File: src/sv/sdg_pkg.sv
`default_nettype none
package sdg_pkg;

  // Event codes
  localparam logic [2:0] CMD_BEGIN      = 3'd0;
  localparam logic [2:0] CMD_STARTED    = 3'd1;
  localparam logic [2:0] CMD_DONE       = 3'd2;
  localparam logic [2:0] CMD_TIMEOUT    = 3'd3;
  localparam logic [2:0] CMD_DISCONNECT = 3'd4;
  localparam logic [2:0] CMD_TICK       = 3'd5;

  // Phase codes
  localparam logic [2:0] PH_IDLE         = 3'd0;
  localparam logic [2:0] PH_PREPARING    = 3'd1;
  localparam logic [2:0] PH_SUSPENDED    = 3'd2;
  localparam logic [2:0] PH_SCANNING     = 3'd3;
  localparam logic [2:0] PH_COLLECTING   = 3'd4;
  localparam logic [2:0] PH_RESTORING    = 3'd5;
  localparam logic [2:0] PH_ERROR        = 3'd6;
  localparam logic [2:0] PH_DISCONNECTED = 3'd7;

  localparam int unsigned LIMIT_BITS = 32;
  localparam int unsigned NOW_BITS   = 32;

  typedef struct packed {
    logic [2:0]          command;
    logic                event_ok;
    logic                suspend_granted;
    logic [NOW_BITS-1:0] now_ms;
  } in_item_t;

  typedef struct packed {
    logic       begin_accepted;
    logic       resume_display;
    logic [2:0] phase;
    logic       display_suspended;
  } out_item_t;

  // Phase and suspend flag of the guard
  typedef struct packed {
    logic [2:0] phase;
    logic       suspended;
  } guard_state_t;

endpackage
`default_nettype wire

File: src/sv/scan_display_guard_fsm.sv
`default_nettype none
// Channel  Direction  Handshake              Payload
// in_      input      in_valid / in_ready    sdg_pkg::in_item_t  (in_data)
// out_     output     out_valid / out_ready  sdg_pkg::out_item_t (out_data)
// cfg_     input      cfg_we (no wait)       timeout limit, ms   (cfg_wdata)
//
// One event per cycle sustained while out_ready takes results. An event is held
// in the input register; the guard state and the result register update together
// when it advances, and out_valid then rises from the result register. in_ready
// stays high while the result register is empty or being taken. Synchronous reset
// returns to idle, not suspended, window unanchored, limit zero.
module scan_display_guard_fsm #(
  parameter int unsigned TIME_BITS = 32
) (
  input  wire                                   clk,
  input  wire                                   rst_n,
  input  wire                                   in_valid,
  output logic                                  in_ready,
  input  wire sdg_pkg::in_item_t                in_data,
  output logic                                  out_valid,
  input  wire                                   out_ready,
  output sdg_pkg::out_item_t                    out_data,
  input  wire                                   cfg_we,
  input  wire logic [sdg_pkg::LIMIT_BITS-1:0]   cfg_wdata
);

  // time is narrowed to the smaller of the field width and TIME_BITS
  localparam int unsigned TW = (TIME_BITS < sdg_pkg::NOW_BITS) ? TIME_BITS
                                                               : sdg_pkg::NOW_BITS;

  logic                            in_valid_r;
  sdg_pkg::in_item_t               in_data_r;
  logic                            out_valid_r;
  sdg_pkg::out_item_t              out_data_r;
  sdg_pkg::guard_state_t           st_r;
  sdg_pkg::guard_state_t           st_nxt;
  logic [TW-1:0]                   win_r;
  logic [TW-1:0]                   win_nxt;
  logic [sdg_pkg::LIMIT_BITS-1:0]  limit_r;
  sdg_pkg::out_item_t              res;
  logic                            advance;

  assign advance   = in_valid_r && (!out_valid_r || out_ready);
  assign in_ready  = !in_valid_r || advance;
  assign out_valid = out_valid_r;
  assign out_data  = out_data_r;

  // configuration register
  always_ff @(posedge clk) begin
    if (!rst_n) begin
      limit_r <= '0;
    end else if (cfg_we) begin
      limit_r <= cfg_wdata;
    end
  end

  // input register
  always_ff @(posedge clk) begin
    if (!rst_n) begin
      in_valid_r <= 1'b0;
    end else if (in_ready) begin
      in_valid_r <= in_valid;
    end
  end

  always_ff @(posedge clk) begin
    if (in_ready && in_valid) begin
      in_data_r <= in_data;
    end
  end

  sdg_step #(
    .TW (TW)
  ) u_step (
    .item    (in_data_r),
    .st      (st_r),
    .win     (win_r),
    .limit   (limit_r),
    .st_nxt  (st_nxt),
    .win_nxt (win_nxt),
    .res     (res)
  );

  // guard state, committed when the event moves to the result register
  always_ff @(posedge clk) begin
    if (!rst_n) begin
      st_r  <= '{phase: sdg_pkg::PH_IDLE, suspended: 1'b0};
      win_r <= '0;
    end else if (advance) begin
      st_r  <= st_nxt;
      win_r <= win_nxt;
    end
  end

  // result register
  always_ff @(posedge clk) begin
    if (!rst_n) begin
      out_valid_r <= 1'b0;
    end else if (advance) begin
      out_valid_r <= 1'b1;
    end else if (out_ready) begin
      out_valid_r <= 1'b0;
    end
  end

  always_ff @(posedge clk) begin
    if (advance) begin
      out_data_r <= res;
    end
  end

  // resume pulse always leaves the display released
  a_resume_clears: assert property (@(posedge clk) disable iff (!rst_n)
    (out_valid_r && out_data_r.resume_display) |-> !out_data_r.display_suspended)
    else $error("resume issued while display still suspended");

  // accepted begin lands in preparing with the display held
  a_begin_prep: assert property (@(posedge clk) disable iff (!rst_n)
    (out_valid_r && out_data_r.begin_accepted) |->
      (out_data_r.display_suspended && (out_data_r.phase == sdg_pkg::PH_PREPARING)))
    else $error("accepted begin without suspended preparing phase");

  // window anchor only lives inside the scan window
  a_win_phase: assert property (@(posedge clk) disable iff (!rst_n)
    (win_r != '0) |-> ((st_r.phase == sdg_pkg::PH_SUSPENDED) ||
                       (st_r.phase == sdg_pkg::PH_SCANNING) ||
                       (st_r.phase == sdg_pkg::PH_COLLECTING)))
    else $error("window anchored outside scan window");

  // display is only held suspended during a session
  a_susp_session: assert property (@(posedge clk) disable iff (!rst_n)
    st_r.suspended |-> ((st_r.phase == sdg_pkg::PH_PREPARING) ||
                        (st_r.phase == sdg_pkg::PH_SUSPENDED) ||
                        (st_r.phase == sdg_pkg::PH_SCANNING) ||
                        (st_r.phase == sdg_pkg::PH_COLLECTING)))
    else $error("display suspended outside a session");

endmodule
`default_nettype wire

File: src/sv/sdg_step.sv
`default_nettype none
// Next-state and result logic for one event.
module sdg_step #(
  parameter int unsigned TW = 32
) (
  input  wire sdg_pkg::in_item_t               item,
  input  wire sdg_pkg::guard_state_t           st,
  input  wire logic [TW-1:0]                   win,
  input  wire logic [sdg_pkg::LIMIT_BITS-1:0]  limit,
  output sdg_pkg::guard_state_t                st_nxt,
  output logic [TW-1:0]                        win_nxt,
  output sdg_pkg::out_item_t                   res
);

  logic [TW-1:0] now_t;
  logic [TW-1:0] elapsed;
  logic          terminal;
  logic          in_window;
  logic          in_session;
  logic          accepted;
  logic          resume;
  logic          expired;

  assign now_t   = item.now_ms[TW-1:0];
  assign elapsed = now_t - win;

  assign terminal   = (st.phase == sdg_pkg::PH_IDLE) || (st.phase == sdg_pkg::PH_ERROR) ||
                      (st.phase == sdg_pkg::PH_DISCONNECTED);
  assign in_window  = (st.phase == sdg_pkg::PH_SUSPENDED) ||
                      (st.phase == sdg_pkg::PH_SCANNING) ||
                      (st.phase == sdg_pkg::PH_COLLECTING);
  assign in_session = (st.phase == sdg_pkg::PH_PREPARING) || in_window;

  // anchored window, clock not backwards, limit reached
  assign expired = (win != '0) && (now_t >= win) &&
                   (sdg_pkg::LIMIT_BITS'(elapsed) >= limit);

  always_comb begin
    st_nxt   = st;
    win_nxt  = win;
    accepted = 1'b0;
    resume   = 1'b0;
    unique case (item.command)
      sdg_pkg::CMD_BEGIN: begin
        if (terminal) begin
          win_nxt = '0;
          if (item.suspend_granted) begin
            st_nxt.phase     = sdg_pkg::PH_PREPARING;
            st_nxt.suspended = 1'b1;
            accepted         = 1'b1;
          end else begin
            st_nxt.phase     = sdg_pkg::PH_ERROR;
            st_nxt.suspended = 1'b0;
          end
        end
      end
      sdg_pkg::CMD_STARTED: begin
        if (st.phase == sdg_pkg::PH_PREPARING) begin
          win_nxt = '0;
          if (item.event_ok) begin
            st_nxt.phase = sdg_pkg::PH_SUSPENDED;
          end else begin
            st_nxt.phase     = sdg_pkg::PH_ERROR;
            st_nxt.suspended = 1'b0;
            resume           = st.suspended;
          end
        end
      end
      sdg_pkg::CMD_DONE: begin
        if ((st.phase == sdg_pkg::PH_SUSPENDED) || (st.phase == sdg_pkg::PH_SCANNING)) begin
          win_nxt          = '0;
          st_nxt.phase     = item.event_ok ? sdg_pkg::PH_IDLE : sdg_pkg::PH_ERROR;
          st_nxt.suspended = 1'b0;
          resume           = st.suspended;
        end
      end
      sdg_pkg::CMD_TIMEOUT: begin
        if (in_session) begin
          win_nxt          = '0;
          st_nxt.phase     = sdg_pkg::PH_ERROR;
          st_nxt.suspended = 1'b0;
          resume           = st.suspended;
        end
      end
      sdg_pkg::CMD_DISCONNECT: begin
        win_nxt          = '0;
        st_nxt.phase     = sdg_pkg::PH_DISCONNECTED;
        st_nxt.suspended = 1'b0;
        resume           = st.suspended;
      end
      sdg_pkg::CMD_TICK: begin
        if (in_window && (limit != '0)) begin
          if (win == '0) begin
            win_nxt = now_t;
          end else if (expired) begin
            win_nxt          = '0;
            st_nxt.phase     = sdg_pkg::PH_ERROR;
            st_nxt.suspended = 1'b0;
            resume           = st.suspended;
          end
        end
      end
      default: begin
      end
    endcase
  end

  assign res.begin_accepted    = accepted;
  assign res.resume_display    = resume;
  assign res.phase             = st_nxt.phase;
  assign res.display_suspended = st_nxt.suspended;

endmodule
`default_nettype wire
File: config.mk
export PLATFORM = sky130hd
export DESIGN_NAME = scan_display_guard_fsm
export DESIGN_NICKNAME = d
export VERILOG_FILES = /design/src/sv/sdg_pkg.sv /design/src/sv/scan_display_guard_fsm.sv /design/src/sv/sdg_step.sv
export SDC_FILE = /design/constraint.sdc
export NUM_CORES = 1
export LEC_CHECK = 0
export BUFFER_PORTS_ARGS = -buffer_cell sky130_fd_sc_hd__buf_2
export CAP_MARGIN = 25
export CORE_MARGIN = 2
export CORE_UTILIZATION = 50
export CTS_CLUSTER_DIAMETER = 50
export DETAILED_ROUTE_END_ITERATION = 8
export HOLD_SLACK_MARGIN = 0.02
export PLACE_DENSITY_LB_ADDON = 0.05
export SLEW_MARGIN = 20
export SYNTH_ARGS = -nofsm -noshare
export SYNTH_HDL_FRONTEND = slang
export SYNTH_HIERARCHICAL = 1
export SYNTH_SLANG_ARGS = --single-unit
File: constraint.sdc
create_clock -name clk -period 10.23 [get_ports clk]
set_input_delay 2.046 -clock clk [delete_from_list [all_inputs] [get_ports clk]]
set_output_delay 2.046 -clock clk [all_outputs]
set_load 0.05 [all_outputs]
==> flow_metrics.py <==
metrics = {
    "status": {
        "status": "finished clean",
    },
    "power_and_ir_drop": {
        "seqPwrFrac_pct": 36.5,
        "power_frac_comb_pct": 14.9,
        "p_sw_uw": 350,
        "powerDensity_nw_per_um2": 161,
        "ir_drop_v": 0.000119,
        "clkPwrFrac_pct": 48.5,
        "p_int_mw": 1.04,
        "leakage_nw": 3.39,
        "p_sw_share_pct": 25.2,
    },
    "sta": {
        "slew_headroom_pct": 34.9,
        "skew_ns": 0.0137,
        "slew_violations": 0,
        "fmax_mhz": 182,
        "period_needed_ns": 5.50,
        "setup_tns_ns": 0,
        "hold_viol": 0,
        "rsz0062_at_grt": "no",
        "worst_pin_slew_ns": 0.976,
        "finalSetupViolCount": 0,
        "period_share_pct": 53.8,
    },
    "yosys": {
        "yosysMostFrequentCell": "nand2_1",
        "syn_area_sq_um": 7640,
        "synth-seq-cells": 113,
        "avgSynthCellArea_sq_um": 9.07,
        "syn-num-nets": 981,
        "ys_seq_area_share_pct": 35.2,
        "synth_cell_types": 61,
        "synthArstFlopShare_pct": 0,
        "synth.largest_area_cell": "dfxtp_1",
        "yosys_most_used_dff": "dfxtp_1",
        "yosysWarnings": 6,
        "synth_enable_flop_cells": 43,
        "synth_area_leaders": "dfxtp_1, edfxtp_1, ha_1",
        "yosysTopAreaCellShare_pct": 18.3,
        "yosys-top-cells-count": "nand2_1, inv_1, dfxtp_1, mux2i_1, ha_1",
        "syn_inst": 842,
    },
    "clocking": {
        "root_buffer": "clkbuf_16",
        "htree_levels": 4,
        "numCtsBuffers": 17,
        "cts.sinks": 113,
        "clk_path_buf_depth": 2,
        "cts_resized": 0,
        "cts_hold_buffers": 0,
        "cts_tree": "done",
        "clk_latency_ns": 0.43,
        "clk_pin_slew_worst_paths_ns": 0.05,
        "postCtsSetupRepairBufs": 0,
    },
    "final_layout": {
        "area_growth_pct": 12.9,
        "n_fill_cell": 1351,
        "post-route-util_pct": 57.2,
        "final_layout_size_suffix_gt1_share_pct": 13.8,
        "fin_nets": 1035,
        "diodes": 0,
    },
    "global_route": {
        "antenna_found_initial": 0,
        "grt_start_max_net_pins": 107,
        "grt_use_total_pct": 23.2,
        "grt-ovfl-total": 0,
        "grt_pass1_vias": 5890,
        "grt_pass1_wl_microns": 29800,
    },
    "setup_path": {
        "worst_setup_path_start_kind": "flip-flop",
        "worstPathArrival_ns": 5.78,
        "crit_path_max_fanout": 33,
        "path_cells": "inv_1 > ha_1 > fa_1 > nand2b_1 > a21oi_2 > a21oi_1 > o311ai_1 > nand2_1 > o21a_1 > o21bai_1 > a21oi_1 > xnor2_1 > ha_1 > nand4_1 > or3_1 > a211o_1 > a31oi_1 > nor2_1 > or3_1 > buf_4 > a32o_1 > nand2_1 > mux2i_1",
        "cp-end-kind": "flip-flop",
        "crit_type": "flip-flop to flip-flop",
        "cpPeakStageDelay_ns": 0.51,
        "slowest_stage": "o311ai_1",
        "crit_required_ns": 10.51,
        "path_buf_inv": 2,
        "cpLargestDelayFamily": "compound AO/OA/AOI/OAI gates",
    },
    "flow_run": {
        "maxCapViolations": 0,
    },
    "routing": {
        "ant_nets": 0,
        "wirelength_microns": 18400,
        "dr.pass1.iters": 5,
        "drc": 0,
        "vias_per_cell": 5.67,
        "wire_per_inst_microns": 16.8,
        "drt_iter0_markers": 355,
        "vias": 6215,
    },
    "placement": {
        "gp_congestion": 0.919,
        "hpwl_microns": 13200,
        "io_buffers": 81,
    },
    "floorplanning": {
        "die_x_microns": 128,
        "num_rows": 45,
        "die_y_microns": 128,
        "initial_core_util_pct": 50.6,
        "coreArea_sq_um": 15100,
        "ioPinCount": 82,
        "die-area_sq_um": 16300,
    },
    "worst_hold_path": {
        "hold_path.class": "flip-flop to flip-flop",
    },
}
## cells by family (layout without fill, tap and decap cells)
group | count (synthesis) | after routing | synth area share, %
muxes | 68 | 68 | 8.91
AOI/OAI and AO/OA | 194 | 194 | 17.7
buffers and inverters | 124 | 191 | 8.30
DFF | 113 | 113 | 35.2
adders and majority gates | 65 | 65 | 10.7
xor gates and xnor gates | 28 | 28 | 3.21
and+or+nand+nor | 250 | 250 | 15.8
## placed cells by master (no fill, tap or decap), types with 5 or more instances in the layout
cell,instances
inv_1,74
mux2i_1,68
bufinv_16,6
a32o_1,32
nor3_1,9
ha_1,64
nand4_1,6
o21ai_0,30
o21a_1,12
a31oi_1,8
xnor2_1,19
buf_2,81
o21bai_1,6
a211oi_1,7
a21o_1,11
nor4_1,24
nand2_1,112
nor2b_1,38
xor2_1,9
nor2_1,32
dfxtp_1,70
o211ai_1,5
clkbuf_16,17
a21oi_1,52
nand2b_1,7
nand3_1,6
edfxtp_1,43
## metal layers
layer  global-route usage [%]  wire, microns  vias to the layer above
met2                     37.2           8290                      174
met5                        0              0                        -
met1                     32.3           9130                     2888
met3                     4.36            859                       13
met4                     6.33            165                        0
li1                         -              -                     3140
## flip-flops by register name, indices dropped and copies added, names as in the netlist
register,flops
in_valid_r,1
st_r,4
out_data,6
in_data_r,37
out_valid,1
limit_r,32
win_r,32
## final cells by class
type	instances	area, sq um	area share, %
Multi-Input combinational cell	605	4320	50.1
Timing Repair Buffer	85	435	5.05
Clock buffer	21	450	5.22
Tap cell	188	235	2.73
Inverter	74	278	3.22
Sequential cell	113	2690	31.2
Clock inverter	11	211	2.45
## path summary, 6_finish.rpt
kind                     start       end  slack, ns  cells past startpoint
hold / removal         st_r[0]   st_r[0]       0.48                      2
setup reg to reg  in_data_r[0]  win_r[3]       4.73                     23
setup / recovery  in_data_r[0]  win_r[3]       4.73                     23
hold reg to reg        st_r[0]   st_r[0]       0.48                      2
## power by group through the flow
stage / Combinational (mW) / Sequential (mW) / Clock [mW]
detailed placement: 0.205 / 0.516 / 0
CTS: 0.207 / 0.507 / 0.687
floorplan: 0.156 / 0.512 / 0
global route: 0.233 / 0.509 / 0.705
global placement: 0.199 / 0.515 / 0
finish: 0.207 / 0.507 / 0.673
## worst register-to-register path, delay by kind of cell (launching register included)
kind	cells	cell delay, ns
buffers and inverters	2	0.32
AND/OR/NAND/NOR	7	1.36
XOR/XNOR	1	0.16
multiplexers	1	0.08
flip-flops	1	0.35
AO/OA/AOI/OAI	9	2.17
adder cells (fa/ha/maj)	3	0.91
## through the flow
step                hold WS (ns)  setup WS, ns  power (mW)  instances  instance area (sq um)
finish                     0.481          4.73        1.39       1097                   8630
global route               0.501          4.40        1.45       1097                   8630
CTS                        0.482          4.75        1.40       1097                   8630
detailed placement         0.473          4.78       0.721       1065                   7970
global placement           0.466          4.84       0.714       1065                   7960
floorplan                  0.434          5.50       0.668        842                   7640
Note: power is estimated with default switching activity, not from simulation.
